--- config.mk ---
export PLATFORM = sky130hd
export DESIGN_NAME = per_channel_linear_extrapolator_flat
export DESIGN_NICKNAME = d
export VERILOG_FILES = /design/src/hw/rtl/ple_pkg.sv /design/src/hw/rtl/ple_in_if.sv /design/src/hw/rtl/ple_out_if.sv /design/src/hw/rtl/per_channel_linear_extrapolator.sv /design/src/flat_wrapper.sv
export SDC_FILE = /design/constraint.sdc
export NUM_CORES = 2
export LEC_CHECK = 0
export CORE_MARGIN = 2
export CORE_UTILIZATION = 56
export DETAILED_ROUTE_END_ITERATION = 16
export DONT_BUFFER_PORTS = 1
export PLACE_DENSITY = 0.73
export SYNTH_ARGS = -nofsm -noshare
export SYNTH_HDL_FRONTEND = slang
export SYNTH_SLANG_ARGS = --single-unit
--- constraint.sdc ---
create_clock -name i_clk -period 12.6 [get_ports i_clk]
set_input_delay 0.63 -clock i_clk [delete_from_list [all_inputs] [get_ports i_clk]]
set_output_delay 0.63 -clock i_clk [all_outputs]
set_load 0.05 [all_outputs]
--- src/hw/rtl/ple_pkg.sv ---
package ple_pkg;

    localparam int CHAN_W   = 4;
    localparam int SAMPLE_W = 32;
    localparam int STAMP_W  = 48;
    localparam int MAG_W    = 48;
    localparam int CAP_W    = 41;
    localparam int PROD_W   = 2 * MAG_W;
    localparam int STEPS    = 48;
    localparam int CNT_W    = 6;

    localparam logic REQ_UPDATE = 1'b0;
    localparam logic REQ_QUERY  = 1'b1;

    localparam logic [CAP_W-1:0] MAG_CAP = {1'b1, {(CAP_W-1){1'b0}}};

    typedef logic        [CHAN_W-1:0]   t_chan;
    typedef logic signed [SAMPLE_W-1:0] t_sample;
    typedef logic        [STAMP_W-1:0]  t_stamp;
    typedef logic        [MAG_W-1:0]    t_mag;

    typedef enum logic [3:0] {
        S_IDLE,
        S_READ,
        S_PREP,
        S_DIV,
        S_WB,
        S_MUL,
        S_ROUND,
        S_SUM,
        S_OUT
    } t_state;

endpackage

--- src/hw/rtl/ple_in_if.sv ---
interface ple_in_if;
    import ple_pkg::*;

    logic    valid;
    logic    ready;
    logic    req_type;
    t_chan   channel;
    t_sample sample_value;
    t_stamp  time_ns;

    modport source (output valid, req_type, channel, sample_value, time_ns, input ready);
    modport sink   (input valid, req_type, channel, sample_value, time_ns, output ready);
endinterface

--- src/hw/rtl/ple_out_if.sv ---
interface ple_out_if;
    import ple_pkg::*;

    logic    valid;
    logic    ready;
    t_chan   out_channel;
    t_sample out_value;

    modport source (output valid, out_channel, out_value, input ready);
    modport sink   (input valid, out_channel, out_value, output ready);
endinterface

--- src/hw/rtl/per_channel_linear_extrapolator.sv ---
// Channel  Direction  Transaction
// i_req    in         req_type, channel, sample_value, time_ns
// o_res    out        out_channel, out_value (queries with a valid slope only)
//
// One transaction at a time; i_req.ready is high only while no transaction is in work.
// An update runs 48 restoring divide steps before write-back when it derives a slope.
// A query runs 48 shift-add multiply steps, then rounds and sums, then waits on
// o_res.ready; the divide and multiply share one 49-bit add/subtract unit.
// Reset clears the seen and slope-valid flags at once; no clearing pass is needed.
module per_channel_linear_extrapolator #(
    parameter int NUM_CHANNELS = 16
) (
    input  logic      i_clk,
    input  logic      i_rst_n,
    ple_in_if.sink    i_req,
    ple_out_if.source o_res
);
    import ple_pkg::*;

    localparam int IDX_W = (NUM_CHANNELS > 1) ? $clog2(NUM_CHANNELS) : 1;

    t_state r_state, n_state;

    logic    r_req_type;
    t_chan   r_channel;
    t_sample r_sample;
    t_stamp  r_time;

    logic [NUM_CHANNELS-1:0] r_seen;
    logic [NUM_CHANNELS-1:0] r_slope_ok;

    t_sample mem_sample [NUM_CHANNELS];
    t_stamp  mem_stamp  [NUM_CHANNELS];
    logic    mem_sneg   [NUM_CHANNELS];
    t_mag    mem_smag   [NUM_CHANNELS];

    t_sample r_last;
    t_stamp  r_stamp;
    logic    r_sneg;
    t_mag    r_smag;

    logic [MAG_W:0]   r_acc;
    t_mag             r_q;
    t_mag             r_opb;
    logic             r_dneg;
    logic             r_wr_slope;
    logic [CNT_W-1:0] r_cnt;
    logic [CAP_W-1:0] r_mag;
    t_chan            r_out_channel;
    t_sample          r_out_value;

    logic [IDX_W-1:0] idx;
    logic             chan_ok;
    logic             cnt_last;
    t_stamp           dt;
    logic             dt_zero;
    logic signed [SAMPLE_W:0] diff;
    logic [SAMPLE_W:0] diff_abs;

    logic [MAG_W:0]   sh_a;
    logic [MAG_W:0]   sh_b;
    logic             sh_sub;
    logic [MAG_W+1:0] sh_sum;

    logic [PROD_W-1:0]        rnd_sum;
    logic [PROD_W-17:0]       rnd_m;
    logic signed [CAP_W:0]    sum_r;

    assign idx      = IDX_W'(r_channel);
    assign chan_ok  = 32'(r_channel) < 32'(NUM_CHANNELS);
    assign cnt_last = (r_cnt == CNT_W'(STEPS - 1));
    assign dt       = r_time - r_stamp;
    assign dt_zero  = (dt == '0);
    assign diff     = (SAMPLE_W+1)'(r_sample) - (SAMPLE_W+1)'(r_last);
    assign diff_abs = diff[SAMPLE_W] ? (SAMPLE_W+1)'(-diff) : diff;

    assign sh_sum = {1'b0, sh_a} + {1'b0, (sh_sub ? ~sh_b : sh_b)} + (MAG_W+2)'(sh_sub);

    assign rnd_sum = {r_acc[MAG_W-1:0], r_q} + (r_sneg ? PROD_W'(16'hFFFF) : '0);
    assign rnd_m   = rnd_sum[PROD_W-1:16];
    assign sum_r   = r_sneg ? ((CAP_W+1)'(r_last) - (CAP_W+1)'(r_mag))
                            : ((CAP_W+1)'(r_last) + (CAP_W+1)'(r_mag));

    always_comb begin
        n_state = r_state;
        unique case (r_state)
            S_IDLE:  if (i_req.valid) n_state = S_READ;
            S_READ:  n_state = chan_ok ? S_PREP : S_IDLE;
            S_PREP: begin
                if (r_req_type == REQ_UPDATE) begin
                    n_state = (r_seen[idx] && !dt_zero) ? S_DIV : S_WB;
                end else begin
                    n_state = r_slope_ok[idx] ? S_MUL : S_IDLE;
                end
            end
            S_DIV:   if (cnt_last) n_state = S_WB;
            S_WB:    n_state = S_IDLE;
            S_MUL:   if (cnt_last) n_state = S_ROUND;
            S_ROUND: n_state = S_SUM;
            S_SUM:   n_state = S_OUT;
            S_OUT:   if (o_res.ready) n_state = S_IDLE;
            default: n_state = S_IDLE;
        endcase
    end

    always_comb begin
        i_req.ready       = (r_state == S_IDLE);
        o_res.valid       = (r_state == S_OUT);
        o_res.out_channel = r_out_channel;
        o_res.out_value   = r_out_value;
        sh_sub            = 1'b0;
        sh_a              = {1'b0, r_acc[MAG_W-1:0]};
        sh_b              = r_q[0] ? {1'b0, r_opb} : '0;
        if (r_state == S_DIV) begin
            sh_sub = 1'b1;
            sh_a   = {r_acc[MAG_W-1:0], r_q[MAG_W-1]};
            sh_b   = {1'b0, r_opb};
        end
    end

    always_ff @(posedge i_clk) begin
        if (!i_rst_n) begin
            r_state    <= S_IDLE;
            r_seen     <= '0;
            r_slope_ok <= '0;
        end else begin
            r_state <= n_state;
            if (r_state == S_WB) begin
                r_seen[idx] <= 1'b1;
                if (r_wr_slope) r_slope_ok[idx] <= 1'b1;
            end
        end
    end

    always_ff @(posedge i_clk) begin
        if (r_state == S_READ && chan_ok) begin
            r_last  <= mem_sample[idx];
            r_stamp <= mem_stamp[idx];
            r_sneg  <= mem_sneg[idx];
            r_smag  <= mem_smag[idx];
        end
        if (r_state == S_WB) begin
            mem_sample[idx] <= r_sample;
            mem_stamp[idx]  <= r_time;
            if (r_wr_slope) begin
                mem_sneg[idx] <= r_dneg && (r_q != '0);
                mem_smag[idx] <= r_q;
            end
        end
    end

    always_ff @(posedge i_clk) begin
        unique case (r_state)
            S_IDLE: begin
                if (i_req.valid) begin
                    r_req_type <= i_req.req_type;
                    r_channel  <= i_req.channel;
                    r_sample   <= i_req.sample_value;
                    r_time     <= i_req.time_ns;
                end
            end
            S_PREP: begin
                r_cnt      <= '0;
                r_acc      <= '0;
                r_wr_slope <= (r_req_type == REQ_UPDATE) && r_seen[idx] && !dt_zero;
                if (r_req_type == REQ_UPDATE) begin
                    r_dneg     <= diff[SAMPLE_W];
                    r_q        <= {diff_abs[SAMPLE_W-1:0], 16'h0000};
                    r_opb      <= dt;
                end else begin
                    r_q   <= dt;
                    r_opb <= r_smag;
                end
            end
            S_DIV: begin
                r_cnt <= r_cnt + 1'b1;
                if (sh_sum[MAG_W+1]) begin
                    r_acc <= sh_sum[MAG_W:0];
                end else begin
                    r_acc <= {r_acc[MAG_W-1:0], r_q[MAG_W-1]};
                end
                r_q <= {r_q[MAG_W-2:0], sh_sum[MAG_W+1]};
            end
            S_MUL: begin
                r_cnt <= r_cnt + 1'b1;
                r_acc <= {1'b0, sh_sum[MAG_W:1]};
                r_q   <= {sh_sum[0], r_q[MAG_W-1:1]};
            end
            S_ROUND: begin
                r_mag <= (rnd_m > (PROD_W-16)'(MAG_CAP)) ? MAG_CAP : rnd_m[CAP_W-1:0];
            end
            S_SUM: begin
                r_out_channel <= r_channel;
                if (sum_r[CAP_W:SAMPLE_W-1] == '0 || sum_r[CAP_W:SAMPLE_W-1] == '1) begin
                    r_out_value <= sum_r[SAMPLE_W-1:0];
                end else if (sum_r[CAP_W]) begin
                    r_out_value <= {1'b1, {(SAMPLE_W-1){1'b0}}};
                end else begin
                    r_out_value <= {1'b0, {(SAMPLE_W-1){1'b1}}};
                end
            end
            default: begin
            end
        endcase
    end

endmodule
--- src/flat_wrapper.sv ---
// flat-port wrapper written by rule: the top's interface ports become plain ports
module per_channel_linear_extrapolator_flat import ple_pkg::*;
#(
    parameter int NUM_CHANNELS = 16
)
  (i_clk, i_rst_n, i_req_valid, i_req_req_type, i_req_channel, i_req_sample_value, i_req_time_ns, i_req_ready, o_res_valid, o_res_out_channel, o_res_out_value, o_res_ready);
  ple_in_if i_req_i ();
  ple_out_if o_res_i ();
  input  logic i_clk;
  input  logic i_rst_n;
  input wire logic [$bits(i_req_i.valid)-1:0] i_req_valid;
  input wire logic [$bits(i_req_i.req_type)-1:0] i_req_req_type;
  input wire logic [$bits(i_req_i.channel)-1:0] i_req_channel;
  input wire logic [$bits(i_req_i.sample_value)-1:0] i_req_sample_value;
  input wire logic [$bits(i_req_i.time_ns)-1:0] i_req_time_ns;
  output wire logic [$bits(i_req_i.ready)-1:0] i_req_ready;
  output wire logic [$bits(o_res_i.valid)-1:0] o_res_valid;
  output wire logic [$bits(o_res_i.out_channel)-1:0] o_res_out_channel;
  output wire logic [$bits(o_res_i.out_value)-1:0] o_res_out_value;
  input wire logic [$bits(o_res_i.ready)-1:0] o_res_ready;
  assign i_req_i.valid = i_req_valid;
  assign i_req_i.req_type = i_req_req_type;
  assign i_req_i.channel = i_req_channel;
  assign i_req_i.sample_value = i_req_sample_value;
  assign i_req_i.time_ns = i_req_time_ns;
  assign i_req_ready = i_req_i.ready;
  assign o_res_valid = o_res_i.valid;
  assign o_res_out_channel = o_res_i.out_channel;
  assign o_res_out_value = o_res_i.out_value;
  assign o_res_i.ready = o_res_ready;
  per_channel_linear_extrapolator #(.NUM_CHANNELS(NUM_CHANNELS)) u_core (.i_clk(i_clk), .i_rst_n(i_rst_n), .i_req(i_req_i), .o_res(o_res_i));
endmodule
Word-level counts from Yosys, hierarchy flattened
Memory sizes are Yosys's and may differ from the RTL's. A register that Yosys moved wholly into a read port is not among the register bits.
Cells that the tools add are included.
W data, S select, Z words.

storage, ports and cells
  register bits after elaboration = 350
  bits in latches = 0
  memory bits (writable) = 2064
  bits in read-only memories = 0
  input bits = 89
  output and inout port bits = 38
  word-level logic and storage cells = 103
  memories = 4

cells by class
  add/subtract/negate cells = 9
  multipliers = 0
  div/mod/pow operators = 0
  $lt $le $gt $ge = 3
  equal/unequal tests = 14
  shift-type cells = 0
  multiplexer cells = 35
  bitwise gates (word level) = 4
  reduce and logical (&&, ||, !) cells = 18

memory list
  name               words  bits a word  rd ports  clocked after Yosys merged registers in  write ports  RTL line                               RTL
  u_core.mem_smag    16     48           1         1                                        1            per_channel_linear_extrapolator.sv:35  t_mag mem_smag [NUM_CHANNELS];
  u_core.mem_stamp   16     48           1         1                                        1            per_channel_linear_extrapolator.sv:33  t_stamp mem_stamp [NUM_CHANNELS];
  u_core.mem_sample  16     32           1         1                                        1            per_channel_linear_extrapolator.sv:32  t_sample mem_sample [NUM_CHANNELS];
  u_core.mem_sneg    16     1            1         1                                        1            per_channel_linear_extrapolator.sv:34  logic mem_sneg [NUM_CHANNELS];

operators with widths
  kind                    count
  $pmux W48 S3            2
  $mux W48                4
  $mux W49                3
  $add A96 B16 Y96        1
  $mux W32                3
  $gt A80 B41 Y1 const B  1
  $add A49 B49 Y50        1
  $add A50 B1 Y50         1
  $not A49 Y49            1
  $logic_not A48 Y1       1
  $reduce_bool A48 Y1     1
  $sub A48 B48 Y48        1
  $add A42 B41 Y42        1
  $mux W42                1
  $sub A42 B41 Y42        1
  $sub A32 B32 Y33        1
  $neg A32 Y32            1
  $or A16 B16 Y16         2
  $pmux W4 S8             1
  $mux W4                 5
  $eq A4 B3 Y1 const B    4
  $mux W16                1
  $pmux W6 S2             1
  $eq A11 B11 Y1 const B  1
  other kinds (24)        43

Longest topological paths before layout
  word-level depth = 8
  mapped depth = 23
  depth with buffers taken out = 21

Least setup slack after synthesis
OpenSTA, ideal clock, no wires.

  kind = register to register
  start point = register u_core.r_state[3]
  end point = register u_core.r_last[0], read port of u_core.mem_sample (enable)
  setup time = 775 ps
  data arrival time = 9385 ps
  required time = 11825 ps
  slack = 2440 ps
  cell stages (with the launch flop) = 4
  path buffers = 1
  clock period less this slack = 10160 ps
  cell sequence = dfxtp_1 -> clkbuf_1 -> nand2b_1 -> nor3_1

on the way
  word-level cells in the longest chain between the ends = 1

RTL lines
  what                    RTL line                                RTL
  from (decl)             per_channel_linear_extrapolator.sv:22   t_state r_state, n_state;
  from (signal assigned)  per_channel_linear_extrapolator.sv:127  r_state <= n_state;
  $eq A4 B1 Y1            per_channel_linear_extrapolator.sv:136  if (r_state == S_READ && chan_ok) begin
  to (decl)               per_channel_linear_extrapolator.sv:37   t_sample r_last;

Every way passes these cells.
A chain may end at the register's enable or synchronous reset.

Final worst setup path
  start point = register u_core.r_state[1]
  end point = register u_core.r_acc[43], data pin

on the way
  word-level cells in the longest chain between the ends = 8
  elaborated cells between the ends (all ways) = 12
  classes of those cells = add/sub (2); eq/ne (3); mux (6); bitwise (1)

RTL lines
  what                  RTL line                                                                        RTL
  $eq A4 B2 Y1          per_channel_linear_extrapolator.sv:114, per_channel_linear_extrapolator.sv:153
  $mux W49              per_channel_linear_extrapolator.sv:114                                          if (r_state == S_DIV) begin
  $not A49 Y49          per_channel_linear_extrapolator.sv:77                                           assign sh_sum = {1'b0, sh_a} + {1'b0, (sh_sub ? ~sh_b : sh_b)} + (MAG_W+2)'(sh_sub);
  $mux W49              per_channel_linear_extrapolator.sv:77
  $add A49 B49 Y50      per_channel_linear_extrapolator.sv:77
  $add A50 B1 Y50       per_channel_linear_extrapolator.sv:77
  $mux W48              per_channel_linear_extrapolator.sv:177                                          if (sh_sum[MAG_W+1]) begin
  $pmux W48 S3 (*)      per_channel_linear_extrapolator.sv:153                                          unique case (r_state)
  to (signal assigned)  per_channel_linear_extrapolator.sv:178                                          r_acc <= sh_sum[MAG_W:0];
  to (signal assigned)  per_channel_linear_extrapolator.sv:180                                          r_acc <= {r_acc[MAG_W-1:0], r_q[MAG_W-1]};
  to (signal assigned)  per_channel_linear_extrapolator.sv:186                                          r_acc <= {1'b0, sh_sum[MAG_W:1]};
  to (decl)             per_channel_linear_extrapolator.sv:42                                           logic [MAG_W:0] r_acc;

Mark *: on every way between the ends. The rest lies on a longest branch, timed or not.

==> impl_metrics.py <==
metrics = {
    "clock_network": {
        "post-cts-setup-buffers": 0,
        "clock-sinks": 2543,
        "cts_buffer_depth": 3,
        "numCtsBuffers": 237,
        "hold_buffers": 86,
        "cts_root_buf": "clkbuf_16",
        "cts.htree.levels": 4,
        "cts_tree": "done",
        "cts_resized": 0,
        "clk_latency_ps": 890,
        "path_clk_slew_ps": 60,
    },
    "power_and_ir_drop": {
        "powerDensity_mw_per_mm2": 182.1,
        "ir_drop_uv": 174.6,
        "power.leakage_nw": 39.81,
        "power_mw": 22.23,
    },
    "routing": {
        "viasPerCell": 6.704,
        "wl_um": 294400,
        "firstDrtPassIters": 9,
        "wl_met2_um": 141200,
        "wl_per_cell_um": 31.44,
        "highest_layer": "met5",
        "route.met3.wl_um": 31870,
        "m1WireLength_um": 110300,
        "dr_total_vias": 62760,
        "antenna_left": 0,
        "post-route-drc-count": 0,
        "drtIter0Drc": 8846,
    },
    "finish": {
        "nNetsFinal": 6802,
        "fin_util": 0.6253,
        "drive_above_1_share": 0.1822,
        "fin_cells": 9362,
        "syn2layout_area_growth_pct": 10.89,
        "design_area_sq_mm": 0.1221,
    },
    "floorplanning": {
        "rows": 162,
        "io_pins": 127,
        "initial_core_util": 0.5639,
        "dieHeight_um": 447.3,
        "fp.dieW_um": 447.3,
        "die_area_sq_mm": 0.2001,
        "fp.coreArea_sq_mm": 0.1952,
    },
    "logic_synthesis": {
        "syn_area_per_cell_sq_um": 17.26,
        "syn_area_sq_mm": 0.1101,
        "synth_fp_nets": 6653,
        "ys_seq_elements": 2543,
        "ys_top_cells_by_area": "edfxtp_1 (68%), mux4_2 (13%), ha_1 (2.1%), nand2_1 (1.4%), o21ai_0 (1.3%)",
        "ys_warn_count": 0,
        "synth_cells": 6375,
        "synth_largest_area_cell": "edfxtp_1",
        "synth_edf_count": 2507,
        "yosysSeqAreaShare": 0.6905,
        "synth_top_area_share": 0.6840,
        "yosysUniqueCellTypes": 92,
        "synth-main-ff-cell": "edfxtp_1",
        "synth_common_cells": "edfxtp_1 (2507), mux4_2 (655), nand2_1 (416)",
        "yosys.cell_count.top_type": "edfxtp_1",
        "async_flop_share": 0,
    },
    "global_routing": {
        "antenna_found_initial": 20,
        "overflow": 0,
        "track_usage": 0.2953,
        "grt_pass1_wl_um": 425700,
        "grt_pass1_vias": 61660,
        "grt_max_degree": 127,
    },
    "worst_setup_path": {
        "cp-end-kind": "flop",
        "cp_data_arrival_time_ps": 7080,
        "r2r_setup_slack_ps": 6050,
        "rr_worst_depth": 17,
        "slowest_stage": "buf_4",
        "crit_fanout": 73,
        "critPathLaunch": "u_core.r_state[1]",
        "worstSetupPathType": "flop to flop",
        "cp.required_ps": 13130,
        "max_stage_delay_ps": 740,
        "critical_path.endpoint": "u_core.r_acc[43]",
        "path_cells": "nor4bb_4 -> buf_4 -> buf_4 -> o21ai_0 -> ha_1 -> nand2_1 -> nor3b_1 -> o31a_1 -> o311a_1 -> a211oi_1 -> o2111a_1 -> o31ai_1 -> a21oi_1 -> o21ai_4 -> buf_4 -> mux2i_1 -> o22ai_1",
        "cp_common_cell": "buf_4",
        "start_kind": "flop",
        "r2r-end": "u_core.r_acc[43]",
        "r2r-start": "u_core.r_state[1]",
    },
    "sta": {
        "finalWorstSetupSlack_ps": 6048,
        "skew_ps": 58.02,
        "finalSetupViolations": 0,
        "fmax_ghz": 0.1526,
        "hold_viol": 0,
        "slew_violations": 4,
        "slew_headroom": -0.01080,
        "min_period_over_period": 0.5200,
        "tightest_slew_ps": 1505,
        "totalNegativeSetupSlack_ps": 0,
        "min_period_ps": 6552,
        "hold_ws_ps": 70.97,
        "rsz0062_at_grt": "false",
    },
    "outcome": {
        "outcome": "complete, but fails checks",
        "violations": "capacitance limit, slew limit",
    },
    "placed_design": {
        "dp_worst_setup_slack_ps": 6243,
        "io_buffer_count": 0,
        "placed_cell_area_sq_mm": 0.1135,
        "gp_congestion": 0.9466,
        "dpl.cell_count": 8823,
        "dp.final_hpwl_um": 170200,
    },
    "hold_path": {
        "hp-class": "input port to flop",
    },
    "run": {
        "cap_viol_max_count": 1,
    },
}
[worst min-delay path by stage]
stage,cells past startpoint,start,slack (ps),end
finish,2,i_rst_n,70,u_core.r_slope_ok[7]
global placement,1,u_core.r_slope_ok[10],440,u_core.r_slope_ok[10]
floorplan,0,u_core.idx[0],420,u_core.o_res.out_channel[0]
detailed placement,1,u_core.r_seen[10],450,u_core.r_seen[10]
CTS,2,i_rst_n,4,u_core.r_slope_ok[4]
global route,2,i_rst_n,30,u_core.r_slope_ok[12]
[metal layers]
metal / up-vias / global-route usage
met5: - / 0
met2: 3616 / 0.4691
li1: 26100 / -
met4: 16 / 0.1025
met3: 589 / 0.07002
met1: 32440 / 0.4044
[state kept, by name, indices dropped and copies added (netlist names), 32 cells and up]
register,cells
u_core.mem_smag,768
u_core.mem_stamp,768
u_core.mem_sample,512
u_core.r_acc,48
u_core.r_opb,48
u_core.r_q,48
u_core.r_smag,48
u_core.r_stamp,48
u_core.r_time,48
u_core.r_mag,41
u_core.o_res.out_value,32
u_core.r_last,32
u_core.r_sample,32
[area by class of cell]
cell class,count,area (sq um)
clock buffer,286,6157
timing repair buffer,225,1977
multi-input combinational,3367,32550
clock inverter,152,1483
fill,13430,73140
sequential,2543,76000
antenna,15,37.54
inverter,150,563.0
tap,2624,3283
[power by group]
group          switching, mW  internal, mW  leakage (nW)
clock network           3.14          3.94          3.70
logic                   3.04          1.77          13.3
registers              0.444          9.90          22.9
[worst max-delay path, delay by kind of cell, from the launching register on]
kind	cells	cell delay [ps]
compound gates	9	2340
mux	1	270
simple gates	3	710
buf+inv	3	1760
fa+ha+maj	1	390
flops	1	660
[placed cells by master, fill, tap and decap left out, types with 22 or more instances in the layout]
master,synthesis,final
edfxtp_1,2507,2507
mux4_2,655,655
nand2_1,416,415
o21ai_0,292,291
nor2_1,253,239
clkbuf_16,0,239
a21oi_1,217,217
ha_1,185,185
xnor2_1,156,155
inv_1,149,148
buf_4,3,134
a21o_1,121,121
xor2_1,105,105
nand3_1,94,94
dlygate4sd3_1,0,85
nor3_1,81,74
o21a_1,63,63
clkinv_1,0,61
nand4_1,57,57
and3_1,49,49
clkbuf_1,222,47
mux2i_1,46,46
a22oi_1,38,38
nor4_1,38,37
dfxtp_1,36,36
nand2b_1,35,35
o211ai_1,35,35
clkinv_2,0,34
o22ai_1,27,27
nor2b_1,25,25
a31oi_1,23,23
o221ai_1,23,22
bufinv_16,0,22
[cells by family (layout without fill, tap and decap cells)]
group | after synthesis | in the layout | synth area share
flip-flops | 2543 | 2543 | 0.6905
AO/OA/AOI/OAI | 1030 | 1030 | 0.06055
XOR/XNOR | 261 | 261 | 0.02077
multiplexers | 709 | 709 | 0.1390
AND/OR/NAND/NOR | 1178 | 1178 | 0.05112
adder cells (fa/ha/maj) | 189 | 189 | 0.02176
buffers and inverters | 465 | 813 | 0.01624
other | 0 | 15 | 0
(Power assumes the default switching activity.)
